File: src/rtl/trp_pkg.sv
`timescale 1ns / 1ps
// Shared types and constants for the transfer rate pacer.
// Used by trp_front, trp_queue, trp_back and transfer_rate_pacer; no dependencies.
package trp_pkg;

	localparam int TIME_W  = 48;
	localparam int BYTES_W = 40;
	localparam int CHUNK_W = 21;
	localparam int RATE_W  = 20;
	localparam int PROD_W  = BYTES_W + RATE_W;   // bytes times one million
	localparam int KIB_SH  = 10;                 // divide by 1024
	localparam int QUO_W   = PROD_W - KIB_SH;    // scaled numerator and quotient
	localparam int CNT_W   = 6;
	localparam int IDX_W   = 2;
	localparam int QDEPTH  = 2;

	localparam logic [CHUNK_W-1:0] MAX_CHUNK_BYTES = 21'd1048576;
	localparam logic [RATE_W-1:0]  US_PER_SEC      = 20'd1000000;
	localparam logic [16:0]        SLACK_US        = 17'd100000;

	// configuration register indexes
	localparam logic [IDX_W-1:0] REG_FAST_RATE  = 2'd0;
	localparam logic [IDX_W-1:0] REG_SLOW_RATE  = 2'd1;
	localparam logic [IDX_W-1:0] REG_START_SLOW = 2'd2;

	typedef enum logic {
		KIND_CHUNK,
		KIND_MODE
	} kind_t;

	typedef struct packed {
		kind_t               kind;
		logic                want_slow;
		logic [CHUNK_W-1:0]  bytes;     // already clamped to the chunk limit
		logic [TIME_W-1:0]   now_us;
	} item_t;

	typedef struct packed {
		logic [RATE_W-1:0] fast_rate_kb;
		logic [RATE_W-1:0] slow_rate_kb;
		logic              start_wr;
		logic              start_val;
	} cfg_t;

	typedef enum logic [2:0] {
		S_IDLE,
		S_MUL,
		S_DIV,
		S_CMP,
		S_DONE
	} back_state_t;

endpackage

File: src/rtl/trp_front.sv
`timescale 1ns / 1ps
// Front end: accepts input beats, classifies them and clamps the chunk size.
// Depends on trp_pkg.
module trp_front (
	input  logic                          clk,
	input  logic                          arst_n,
	input  logic                          in_valid,
	output logic                          in_ready,
	input  logic                          mode,
	input  logic [trp_pkg::CHUNK_W-1:0]   chunk_bytes,
	input  logic [trp_pkg::TIME_W-1:0]    now_us,
	input  logic                          want_slow,
	output logic                          push_valid,
	input  logic                          push_ready,
	output trp_pkg::item_t                push_item
);

	logic           valid_s1;
	trp_pkg::item_t item_s1;
	trp_pkg::item_t item_d;

	// classify the beat and clamp oversized chunks
	always_comb begin
		item_d.kind      = mode ? trp_pkg::KIND_MODE : trp_pkg::KIND_CHUNK;
		item_d.want_slow = want_slow;
		item_d.bytes     = (chunk_bytes > trp_pkg::MAX_CHUNK_BYTES) ?
		                   trp_pkg::MAX_CHUNK_BYTES : chunk_bytes;
		item_d.now_us    = now_us;
	end

	assign in_ready   = !valid_s1 || push_ready;
	assign push_valid = valid_s1;
	assign push_item  = item_s1;

	// hold the classified beat until the queue takes it
	always_ff @(posedge clk or negedge arst_n) begin
		if (!arst_n) begin
			valid_s1 <= 1'b0;
		end else if (in_ready) begin
			valid_s1 <= in_valid;
		end
	end

	always_ff @(posedge clk) begin
		if (in_ready && in_valid) begin
			item_s1 <= item_d;
		end
	end

endmodule

File: src/rtl/trp_queue.sv
`timescale 1ns / 1ps
// Two-entry queue between the front end and the pacing engine.
// Depends on trp_pkg.
module trp_queue (
	input  logic           clk,
	input  logic           arst_n,
	input  logic           push_valid,
	output logic           push_ready,
	input  trp_pkg::item_t push_item,
	output logic           pop_valid,
	input  logic           pop_ready,
	output trp_pkg::item_t pop_item
);

	trp_pkg::item_t entry_q [trp_pkg::QDEPTH];
	logic       wr_ptr_q;
	logic       rd_ptr_q;
	logic [1:0] count_q;
	logic       push;
	logic       pop;

	assign push_ready = (count_q != 2'(trp_pkg::QDEPTH));
	assign pop_valid  = (count_q != 2'd0);
	assign pop_item   = entry_q[rd_ptr_q];
	assign push       = push_valid && push_ready;
	assign pop        = pop_valid && pop_ready;

	// advance pointers and occupancy
	always_ff @(posedge clk or negedge arst_n) begin
		if (!arst_n) begin
			wr_ptr_q <= 1'b0;
			rd_ptr_q <= 1'b0;
			count_q  <= 2'd0;
		end else begin
			if (push) begin
				wr_ptr_q <= !wr_ptr_q;
			end
			if (pop) begin
				rd_ptr_q <= !rd_ptr_q;
			end
			if (push && !pop) begin
				count_q <= count_q + 2'd1;
			end else if (pop && !push) begin
				count_q <= count_q - 2'd1;
			end
		end
	end

	// store the incoming beat
	always_ff @(posedge clk) begin
		if (push) begin
			entry_q[wr_ptr_q] <= push_item;
		end
	end

endmodule

File: src/rtl/trp_back.sv
`timescale 1ns / 1ps
// Pacing engine: holds mode, mark and byte total, divides serially, drives results.
// Depends on trp_pkg.
module trp_back (
	input  logic                          clk,
	input  logic                          arst_n,
	input  trp_pkg::cfg_t                 cfg,
	input  logic                          pop_valid,
	output logic                          pop_ready,
	input  trp_pkg::item_t                pop_item,
	output logic                          out_valid,
	input  logic                          out_ready,
	output logic [trp_pkg::TIME_W-1:0]    wait_us,
	output logic                          blocked,
	output logic                          slow_now
);

	trp_pkg::back_state_t state_q, state_d;

	// pacing state
	logic                          slow_q;
	logic                          mark_valid_q;
	logic [trp_pkg::TIME_W-1:0]    mark_q;
	logic [trp_pkg::BYTES_W-1:0]   bytes_q;

	// per-item working registers
	logic [trp_pkg::TIME_W-1:0]    now_q;
	logic [trp_pkg::TIME_W-1:0]    elapsed_q;
	logic [trp_pkg::RATE_W-1:0]    rate_q;
	logic [trp_pkg::QUO_W-1:0]     num_q;
	logic [trp_pkg::RATE_W-1:0]    rem_q;
	logic [trp_pkg::CNT_W-1:0]     cnt_q;
	logic [trp_pkg::TIME_W-1:0]    res_wait_q;
	logic                          res_blocked_q;

	// output register
	logic                          out_valid_q;
	logic [trp_pkg::TIME_W-1:0]    wait_q;
	logic                          blocked_q;
	logic                          slow_now_q;

	logic [trp_pkg::TIME_W-1:0]    mark_eff;
	logic [trp_pkg::RATE_W-1:0]    rate_sel;
	logic                          is_blocked;
	logic                          is_free;
	logic [trp_pkg::BYTES_W:0]     bytes_sum;
	logic [trp_pkg::BYTES_W-1:0]   bytes_new;
	logic [trp_pkg::PROD_W-1:0]    prod;
	logic [trp_pkg::RATE_W:0]      rem_sh;
	logic [trp_pkg::RATE_W:0]      rem_diff;
	logic                          rem_ge;
	logic [trp_pkg::QUO_W-1:0]     elapsed_ext;
	logic [trp_pkg::QUO_W-1:0]     thresh;
	logic [trp_pkg::QUO_W-1:0]     wait_full;
	logic                          slot_free;

	// classify against current state
	assign mark_eff   = mark_valid_q ? mark_q : pop_item.now_us;
	assign rate_sel   = slow_q ? cfg.slow_rate_kb : cfg.fast_rate_kb;
	assign is_blocked = slow_q && (rate_sel == '0);
	assign is_free    = (rate_sel == '0);
	assign bytes_sum  = {1'b0, bytes_q} + (trp_pkg::BYTES_W + 1)'(pop_item.bytes);
	assign bytes_new  = bytes_sum[trp_pkg::BYTES_W] ? '1 : bytes_sum[trp_pkg::BYTES_W-1:0];

	// bytes times one million, then scaled down by 1024
	assign prod = trp_pkg::PROD_W'(bytes_q) * trp_pkg::PROD_W'(trp_pkg::US_PER_SEC);

	// one restoring divide step per cycle
	assign rem_sh   = {rem_q, num_q[trp_pkg::QUO_W-1]};
	assign rem_ge   = rem_sh >= {1'b0, rate_q};
	assign rem_diff = rem_sh - {1'b0, rate_q};

	// compare minimum time against elapsed time plus slack
	assign elapsed_ext = trp_pkg::QUO_W'(elapsed_q);
	assign thresh      = trp_pkg::QUO_W'(trp_pkg::SLACK_US) + elapsed_ext;
	assign wait_full   = num_q - elapsed_ext;

	assign slot_free = !out_valid_q || out_ready;
	assign pop_ready = (state_q == trp_pkg::S_IDLE);

	assign out_valid = out_valid_q;
	assign wait_us   = wait_q;
	assign blocked   = blocked_q;
	assign slow_now  = slow_now_q;

	always_ff @(posedge clk or negedge arst_n) begin
		if (!arst_n) begin
			state_q <= trp_pkg::S_IDLE;
		end else begin
			state_q <= state_d;
		end
	end

	// next state
	always_comb begin
		state_d = state_q;
		case (state_q)
			trp_pkg::S_IDLE: begin
				if (pop_valid) begin
					if (pop_item.kind == trp_pkg::KIND_MODE || is_free) begin
						state_d = trp_pkg::S_DONE;
					end else begin
						state_d = trp_pkg::S_MUL;
					end
				end
			end
			trp_pkg::S_MUL: begin
				state_d = trp_pkg::S_DIV;
			end
			trp_pkg::S_DIV: begin
				if (cnt_q == '0) begin
					state_d = trp_pkg::S_CMP;
				end
			end
			trp_pkg::S_CMP: begin
				state_d = trp_pkg::S_DONE;
			end
			trp_pkg::S_DONE: begin
				if (slot_free) begin
					state_d = trp_pkg::S_IDLE;
				end
			end
			default: begin
				state_d = trp_pkg::S_IDLE;
			end
		endcase
	end

	// pacing state and output register
	always_ff @(posedge clk or negedge arst_n) begin
		if (!arst_n) begin
			slow_q       <= 1'b0;
			mark_valid_q <= 1'b0;
			mark_q       <= '0;
			bytes_q      <= '0;
			out_valid_q  <= 1'b0;
		end else begin
			if (out_ready) begin
				out_valid_q <= 1'b0;
			end
			if (cfg.start_wr && !mark_valid_q) begin
				slow_q <= cfg.start_val;
			end
			case (state_q)
				trp_pkg::S_IDLE: begin
					if (pop_valid) begin
						if (!mark_valid_q) begin
							mark_valid_q <= 1'b1;
							mark_q       <= pop_item.now_us;
						end
						if (pop_item.kind == trp_pkg::KIND_MODE) begin
							if (pop_item.want_slow != slow_q) begin
								slow_q  <= pop_item.want_slow;
								mark_q  <= pop_item.now_us;
								bytes_q <= '0;
							end
						end else if (!is_free) begin
							bytes_q <= bytes_new;
						end
					end
				end
				trp_pkg::S_CMP: begin
					if (num_q > thresh || elapsed_ext > num_q) begin
						mark_q  <= now_q;
						bytes_q <= '0;
					end
				end
				trp_pkg::S_DONE: begin
					if (slot_free) begin
						out_valid_q <= 1'b1;
					end
				end
				default: begin
				end
			endcase
		end
	end

	// per-item datapath
	always_ff @(posedge clk) begin
		case (state_q)
			trp_pkg::S_IDLE: begin
				res_wait_q    <= '0;
				res_blocked_q <= 1'b0;
				now_q         <= pop_item.now_us;
				rate_q        <= rate_sel;
				elapsed_q     <= (pop_item.now_us >= mark_eff) ?
				                 pop_item.now_us - mark_eff : '0;
				if (pop_item.kind == trp_pkg::KIND_CHUNK && is_blocked) begin
					res_blocked_q <= 1'b1;
				end
			end
			trp_pkg::S_MUL: begin
				num_q <= prod[trp_pkg::PROD_W-1:trp_pkg::KIB_SH];
				rem_q <= '0;
				cnt_q <= trp_pkg::CNT_W'(trp_pkg::QUO_W - 1);
			end
			trp_pkg::S_DIV: begin
				rem_q <= rem_ge ? rem_diff[trp_pkg::RATE_W-1:0] : rem_sh[trp_pkg::RATE_W-1:0];
				num_q <= {num_q[trp_pkg::QUO_W-2:0], rem_ge};
				cnt_q <= cnt_q - trp_pkg::CNT_W'(1);
			end
			trp_pkg::S_CMP: begin
				if (num_q > thresh) begin
					res_wait_q <= (wait_full[trp_pkg::QUO_W-1:trp_pkg::TIME_W] != '0) ?
					              '1 : wait_full[trp_pkg::TIME_W-1:0];
				end
			end
			trp_pkg::S_DONE: begin
				if (slot_free) begin
					wait_q     <= res_wait_q;
					blocked_q  <= res_blocked_q;
					slow_now_q <= slow_q;
				end
			end
			default: begin
			end
		endcase
	end

endmodule

File: src/rtl/transfer_rate_pacer.sv
`timescale 1ns / 1ps
// Transfer rate pacer top level: configuration registers and the three stages.
// Depends on trp_pkg, trp_front, trp_queue and trp_back.
//
// Usage:
//   Input channel (in_valid/in_ready) carries one event per beat: a chunk
//   (mode = 0) with its byte count and timestamp, or a mode change request
//   (mode = 1) with want_slow. Each event yields exactly one result beat on
//   the output channel (out_valid/out_ready): wait_us, blocked, slow_now.
//   The configuration channel (cfg_valid/cfg_ready, always ready) writes
//   fast_rate_kb (index 0), slow_rate_kb (index 1) and start_slow (index 2);
//   other indexes are dropped. Write configuration only while idle.
// Processing:
//   Each input beat passes the front register and the queue. Mode events,
//   blocked chunks and chunks in an unlimited mode go from idle straight
//   to the result state. A limited chunk runs a 50-step restoring divide,
//   one quotient bit per cycle, through the multiply, divide, compare and
//   result states. The engine takes no new event until it is back in idle.
// Reset clears the pacing state: fast mode (unless start_slow is written
//   before the first event), zero byte total, mark taken from the first event.
// A stalled receiver holds the result register; the two-entry queue and the
//   front register keep taking input beats until they fill.
module transfer_rate_pacer (
	input  logic                          clk,
	input  logic                          arst_n,
	input  logic                          cfg_valid,
	output logic                          cfg_ready,
	input  logic [trp_pkg::IDX_W-1:0]     cfg_index,
	input  logic [trp_pkg::RATE_W-1:0]    cfg_data,
	input  logic                          in_valid,
	output logic                          in_ready,
	input  logic                          mode,
	input  logic [trp_pkg::CHUNK_W-1:0]   chunk_bytes,
	input  logic [trp_pkg::TIME_W-1:0]    now_us,
	input  logic                          want_slow,
	output logic                          out_valid,
	input  logic                          out_ready,
	output logic [trp_pkg::TIME_W-1:0]    wait_us,
	output logic                          blocked,
	output logic                          slow_now
);

	logic [trp_pkg::RATE_W-1:0] fast_rate_q;
	logic [trp_pkg::RATE_W-1:0] slow_rate_q;
	logic                       cfg_wr;
	trp_pkg::cfg_t              cfg;

	logic           push_valid;
	logic           push_ready;
	trp_pkg::item_t push_item;
	logic           pop_valid;
	logic           pop_ready;
	trp_pkg::item_t pop_item;

	assign cfg_ready = 1'b1;
	assign cfg_wr    = cfg_valid && cfg_ready;

	// hold the rate registers
	always_ff @(posedge clk or negedge arst_n) begin
		if (!arst_n) begin
			fast_rate_q <= '0;
			slow_rate_q <= '0;
		end else if (cfg_wr) begin
			if (cfg_index == trp_pkg::REG_FAST_RATE) begin
				fast_rate_q <= cfg_data;
			end
			if (cfg_index == trp_pkg::REG_SLOW_RATE) begin
				slow_rate_q <= cfg_data;
			end
		end
	end

	always_comb begin
		cfg.fast_rate_kb = fast_rate_q;
		cfg.slow_rate_kb = slow_rate_q;
		cfg.start_wr     = cfg_wr && (cfg_index == trp_pkg::REG_START_SLOW);
		cfg.start_val    = cfg_data[0];
	end

	trp_front u_front (
		.clk         (clk),
		.arst_n      (arst_n),
		.in_valid    (in_valid),
		.in_ready    (in_ready),
		.mode        (mode),
		.chunk_bytes (chunk_bytes),
		.now_us      (now_us),
		.want_slow   (want_slow),
		.push_valid  (push_valid),
		.push_ready  (push_ready),
		.push_item   (push_item)
	);

	trp_queue u_queue (
		.clk        (clk),
		.arst_n     (arst_n),
		.push_valid (push_valid),
		.push_ready (push_ready),
		.push_item  (push_item),
		.pop_valid  (pop_valid),
		.pop_ready  (pop_ready),
		.pop_item   (pop_item)
	);

	trp_back u_back (
		.clk       (clk),
		.arst_n    (arst_n),
		.cfg       (cfg),
		.pop_valid (pop_valid),
		.pop_ready (pop_ready),
		.pop_item  (pop_item),
		.out_valid (out_valid),
		.out_ready (out_ready),
		.wait_us   (wait_us),
		.blocked   (blocked),
		.slow_now  (slow_now)
	);

endmodule
File: config.mk
export PLATFORM = sky130hd
export DESIGN_NAME = transfer_rate_pacer
export DESIGN_NICKNAME = d
export VERILOG_FILES = /design/src/rtl/trp_pkg.sv /design/src/rtl/trp_front.sv /design/src/rtl/trp_queue.sv /design/src/rtl/trp_back.sv /design/src/rtl/transfer_rate_pacer.sv
export SDC_FILE = /design/constraint.sdc
export NUM_CORES = 2
export LEC_CHECK = 0
export ABC_CLOCK_PERIOD_IN_PS = 29000
export BUFFER_PORTS_ARGS = -buffer_cell sky130_fd_sc_hd__buf_2
export CORE_UTILIZATION = 50
export CTS_CLUSTER_SIZE = 28
export DETAILED_ROUTE_END_ITERATION = 8
export PLACE_DENSITY = 0.71
export SLEW_MARGIN = 25
export SYNTH_ARGS = -nofsm -noshare
export SYNTH_HDL_FRONTEND = slang
export SYNTH_SLANG_ARGS = --single-unit
File: constraint.sdc
create_clock -name clk -period 29 [get_ports clk]
set_input_delay 1.45 -clock clk [delete_from_list [all_inputs] [get_ports clk]]
set_output_delay 1.45 -clock clk [all_outputs]
set_load 0.1 [all_outputs]
Yosys cells after proc, flatten, opt, wreduce, memory -nomap -nowiden:

Memories as Yosys holds them, arrays and structs flattened.
Cells that the tools add are included.

* $add $sub $neg: 8
* divide/modulo/power cells: 0
* equal/unequal tests: 15
* shift operators: 0
* multiply operators: 1
* muxes and demuxes: 40
* bitwise logic cells: 1
* magnitude comparators: 5
* reduce and logical (&&, ||, !) cells: 37

Operators with widths (number)
* 48-bit two-way mux: 7
* 40-bit two-way mux: 6
* 48-bit one-hot mux with 2 select lines: 2
* 50-bit one-hot mux with 2 select lines: 1
* 40-bit one-hot mux with 2 select lines: 1
* 40-bit by 14-bit multiplier with 54-bit output, second input constant: 1
* 48-bit by 50-bit > comparator with 1-bit output: 1
* 50-bit > comparator: 1
* 50-bit by 48-bit subtractor with 50-bit output: 1
* 17-bit by 48-bit adder with 49-bit output, first input constant: 1
* 48-bit greater-or-equal comparator: 1
* 48-bit subtractor: 1
* 40-bit by 21-bit adder with 41-bit output: 1
* 20-bit two-way mux: 2
* 20-bit one-hot mux with 2 select lines: 1
* 21-bit by 20-bit greater-or-equal comparator with 1-bit output: 1
* 21-bit > comparator, second input constant: 1
* 20-bit zero test: 1
* 20-bit subtractor: 1
* 3-bit one-hot mux with 5 select lines: 1
* 1-bit two-way mux: 12
* 3-bit two-way mux: 4
* 6-bit one-hot mux with 2 select lines: 1
* 2-bit by 1-bit != test with 1-bit output, second input constant: 5
* 24 further kinds: 52

* bits in latches: 0
* input port bits: 98
* memories: 1
* bits in writable memories: 142
* logic and storage cells: 135
* ROM bits: 0
* output and inout bits: 53
* bits in registers: 501

Memory list
* u_queue.entry_q: depth 2, bits a word 71, rd ports 1, clocked after memory_dff 0, wr ports 1, RTL line trp_queue.sv:15 `trp_pkg::item_t entry_q [trp_pkg::QDEPTH];`

Logic depth before layout (Yosys ltp):

* word-level depth: 8
* depth in mapped cells: 25
* gate-level depth less buffers: 23

Hierarchy:

Synthesis repeated with hierarchy kept, for this count alone.

* cells, all modules: 3810
* area total of the unflattened synthesis: 43011.3 µm²

By module, submodules not included
* trp_back: area an instance 33442.1 µm², times used 1, sequential area each 11090.6 µm², cells an instance 3384
* trp_queue: area an instance 5667.9 µm², times used 1, sequential area each 4364.2 µm², cells an instance 239
* trp_front: area an instance 2384.8 µm², times used 1, sequential area each 2157.1 µm², cells an instance 98
* transfer_rate_pacer: area an instance 1516.5 µm², times used 1, sequential area each 1001.0 µm², cells an instance 89

Worst setup path after synthesis:

OpenSTA, ideal clock, no wires.

* kind: reg-to-reg
* from: reg u_back.state_q[1]
* to: reg u_queue.count_q[1]
* data arrival time: 11.344 ns
* cell stages (with the launch flop): 8
* data required time: 28.921 ns
* setup slack: 17.577 ns
* buffers on the path: 1
* setup time: 0.079 ns
* clock period less this slack: 11.423 ns
* cells stage by stage: dfrtp_1 -> clkbuf_1 -> nor3_1 -> o21ai_1 -> ha_1 -> xor2_1 -> nor2_1 -> xor2_1

* longest elaborated chain between the ends: 5
* elaborated cells on any way between the ends: 7
* classes of those cells: mux (1); reduce/logical (6)

RTL lines
* start, declared: RTL line trp_back.sv:18 `trp_pkg::back_state_t state_q, state_d;`
* start signal, assigned: RTL line trp_back.sv:88 `state_q <= trp_pkg::S_IDLE;`
* start signal, assigned: RTL line trp_back.sv:90 `state_q <= state_d;`
* 3-bit zero test *: RTL line trp_back.sv:79 `assign pop_ready = (state_q == trp_pkg::S_IDLE);`
* 1-bit logical AND *: RTL line trp_queue.sv:26 `assign pop = pop_valid && pop_ready;`
* 1-bit zero test: RTL line trp_queue.sv:41 `if (push && !pop) begin`
* 1-bit logical AND: RTL line trp_queue.sv:41
* 2-bit two-way mux / 2-bit nonzero test (equally long branches)
* end signal, assigned: RTL line trp_queue.sv:42 `count_q <= count_q + 2'd1;`
* end signal, assigned: RTL line trp_queue.sv:44 `count_q <= count_q - 2'd1;`
* end, declared: RTL line trp_queue.sv:18 `logic [1:0] count_q;`

Mark *: on every way between the ends. The rest lies on a longest branch, timed or not.
A chain may end at the register's enable or synchronous reset.

Worst setup path in the final report:

* from: reg u_back.bytes_q[4] (netlist name)
* to: reg u_back.num_q[44] (netlist name) (data pin)

* longest elaborated chain between the ends: 2

RTL lines
* start, declared: RTL line trp_back.sv:24 `logic [trp_pkg::BYTES_W-1:0] bytes_q;`
* start signal, assigned: RTL line trp_back.sv:158 `bytes_q <= bytes_new;`
* 40-bit by 14-bit multiplier with 54-bit output: RTL line trp_back.sv:66 `assign prod = trp_pkg::PROD_W'(bytes_q) * trp_pkg::PROD_W'(trp_pkg::US_PER_SEC);`
* 50-bit one-hot mux with 2 select lines: RTL line trp_back.sv:181 `case (state_q)`
* end signal, assigned: RTL line trp_back.sv:194 `num_q <= prod[trp_pkg::PROD_W-1:trp_pkg::KIB_SH];`
* end signal, assigned: RTL line trp_back.sv:200 `num_q <= {num_q[trp_pkg::QUO_W-2:0], rem_ge};`
* end, declared: RTL line trp_back.sv:30 `logic [trp_pkg::QUO_W-1:0] num_q;`

Every way passes these cells.

==> flow_summary.yaml <==
status:
  outcome: "completed"
synth:
  synth_edf_count: 504
  avgSynthCellArea_sq_um: 11.0
  synth.distinct_cells: 85
  yosysTopAreaCellShare_pct: 35.4
  syn_area_sq_mm: 0.0428
  synth_ff_type: "edfxtp_1"
  ys_warn_count: 0
  netlist_top_cells_area: "edfxtp_1 (35%), ha_1 (11%), fa_1 (8.4%), dfrtp_1 (8.1%), mux2_2 (3.4%)"
  synth_nets: 4545
  synth.yosys.seq_area_share_pct: 43.5
  ys_seq_elements: 643
  async_flop_share_pct: 21.6
  synthCells: 3889
  yosysTopAreaCell: "edfxtp_1"
run:
  drv_cap: 0
cts:
  cts_num_sinks: 643
  clock_latency_ps: 630
  cts_buffer_depth: 3
  clkTransAtPathRegs_ps: 60
  cts-htree-levels: 3
  ctsHoldBuffers: 0
  root_buffer: "clkbuf_16"
  numCtsBuffers: 70
  cts_setup_buffers: 0
  cts.repair.resized: 0
  cts_tree: "yes"
floorplanning:
  die_height_um: 294
  core_sq_mm: 0.0841
  initial_core_util_pct: 50.9
  io-pin-count: 151
  num_rows: 106
  dieArea_sq_mm: 0.0867
  die_x_um: 294
routing:
  vias: 29200
  drt-initial-drc-count: 2133
  wl_um: 95500
  wl_per_cell_um: 18.4
  ant_nets: 0
  drc: 0
  drt-pass1-iter-count: 6
  routed_via_density: 5.63
critical_path:
  r2r_slack_ps: 22170
  start_kind: "flop"
  worst_path_most_repeated_cell: "fa_1"
  max_stage_delay_ps: 580
  r2r_start: "u_back.bytes_q[4]"
  path_cells: "inv_1 -> fa_1 -> inv_1 -> fa_1 -> fa_1 -> fa_1 -> ha_1 -> inv_1 -> fa_1 -> inv_1 -> ha_1 -> a21oi_1 -> o211ai_1 -> a21boi_0 -> o311ai_0 -> nand2_1 -> a311oi_1 -> o41ai_1 -> nand2b_1 -> a311oi_1 -> xor2_1 -> a21oi_1"
  cp_data_required_time_ps: 29330
  critPathMaxFanout: 7
  crit_path_top_delay_cell: "fa_1"
  r2r_cells: 22
  crit_arrival_ps: 7150
  endpoint_kind: "flop"
  path_class: "flop to flop"
  cp_top_family: "adder cells"
  crit_buf_inv: 4
  rr_endpoint: "u_back.num_q[44]"
final_layout:
  n_antenna_cell: 0
  final_cell_mix: "edfxtp_1 (504), inv_1 (385), ha_1 (379)"
  regArea_sq_mm: 0.0186
  nNetsFinal: 4653
  final_common_cell: "edfxtp_1"
  drive_gt1_share_pct: 11.2
  multiInputGateArea_sq_mm: 0.0222
  post-route-util_pct: 55.8
  syn_to_final_growth_pct: 9.72
  fill_cells: 7199
timing:
  clock_skew_ps: 33.7
  slew_headroom_pct: 31.1
  fmax_ghz: 0.146
  tightest_slew_ps: 1030
  period_needed_ps: 6830
  fin_setup_tns_ps: 0
  post-route-period-util_pct: 23.5
  setup_viol_count_final: 0
  rsz0062_at_grt: "no"
  finalHoldViolCount: 0
  final_max_slew_viol_count: 0
global_route:
  grt_first_pass_wirelength_um: 154000
  antenna_found_initial: 0
  grt.overflow.total: 0
  first_global_vias: 28500
  grt_usage_pct: 22.3
  grt_max_degree: 97
hold_path:
  hold_end: "u_back.wait_us[5]"
  hp-start: "u_back.res_wait_q[5]"
  hold_path.class: "flop to flop"
  hold_depth: 0
placement:
  routabilityCongestion: 0.925
  port_buffers: 149
  hpwl_um: 71500
per-stage QoR:
stage	setup slack (ps)	instances	hold WS, ps	instance area, sq um
after CTS	22190	5185	407	46900
after global placement	22320	5058	400	44600
after detailed placement	22220	5058	405	44600
after global routing	21610	5186	419	46900
after floorplan	17580	3889	400	42800
final	22170	5186	412	46900
sequential cells by signal, indices dropped and copies added (netlist names), 2 cells and up:
register	flops
fast_rate_q	20
slow_rate_q	20
u_back.bytes_q	40
u_back.cnt_q	6
u_back.elapsed_q	48
u_back.mark_q	48
u_back.now_q	48
u_back.num_q	50
u_back.rate_q	20
u_back.rem_q	20
u_back.res_wait_q	48
u_back.state_q	3
u_back.wait_us	48
u_front.push_item	71
u_queue.count_q	2
u_queue.entry_q	142
how the worst max path moves through the flow:
stage	from	endpoint	cells after the start	slack, ps
after floorplan	u_back.state_q[1]	u_queue.count_q[1]	7	17580
after global placement	u_back.bytes_q[14]	u_back.num_q[44]	22	22320
after detailed placement	u_back.bytes_q[10]	u_back.num_q[44]	22	22220
after CTS	u_back.bytes_q[10]	u_back.num_q[44]	22	22190
after global routing	u_back.elapsed_q[5]	u_back.bytes_q[33]	22	21610
final	u_back.bytes_q[4]	u_back.num_q[44]	22	22170
per-layer routing:
metal | vias to the layer above | track usage (%) | share of wire (%)
li1 | 14200 | - | -
met1 | 14300 | 32.1 | 48
met2 | 633 | 35.8 | 46
met3 | 88 | 3.10 | 4.7
met4 | 0 | 4.79 | 1.3
met5 | - | 0 | 0
kinds of logic (layout without fill, tap and decap cells):
family | after synthesis | after routing | synth area share, %
other cells | 1 | 1 | 0.00877
buf+inv | 523 | 686 | 4.72
compound gates | 945 | 945 | 13.9
flops | 643 | 643 | 43.5
simple gates | 806 | 806 | 8.95
fa+ha+maj | 558 | 558 | 19.5
mux | 198 | 198 | 5.02
xor+xnor | 215 | 215 | 4.40
layout make-up:
class / instances / share of cell area (%)
flip-flops and latches: 643 / 39.7
inverters: 385 / 3.08
multi-input cells: 2723 / 47.4
repair buffers: 174 / 2.02
well taps: 1134 / 3.02
clock buffers: 82 / 3.96
clock inverters: 45 / 0.891
Yosys cell counts (all sizes together), types with 6 or more instances:
| master | n |
|---|---|
| a211o | 8 |
| a211oi | 20 |
| a21boi | 6 |
| a21o | 115 |
| a21oi | 288 |
| a221oi | 8 |
| a31o | 10 |
| a31oi | 20 |
| a41oi | 8 |
| and2 | 26 |
| and3 | 28 |
| buf | 42 |
| clkbuf | 96 |
| dfrtp | 139 |
| edfxtp | 504 |
| fa | 179 |
| ha | 379 |
| inv | 385 |
| mux2 | 131 |
| mux2i | 67 |
| nand2 | 236 |
| nand2b | 43 |
| nand3 | 52 |
| nand4 | 52 |
| nor2 | 229 |
| nor2b | 31 |
| nor3 | 40 |
| nor3b | 11 |
| nor4 | 24 |
| o211ai | 113 |
| o21a | 26 |
| o21ai | 230 |
| o21bai | 23 |
| o22a | 8 |
| o31ai | 12 |
| or2 | 6 |
| or3 | 11 |
| xnor2 | 143 |
| xor2 | 72 |
Power is left out: the tool's default activity adds up to more than one toggle a clock period on the data nets, which glitch-free logic cannot reach.
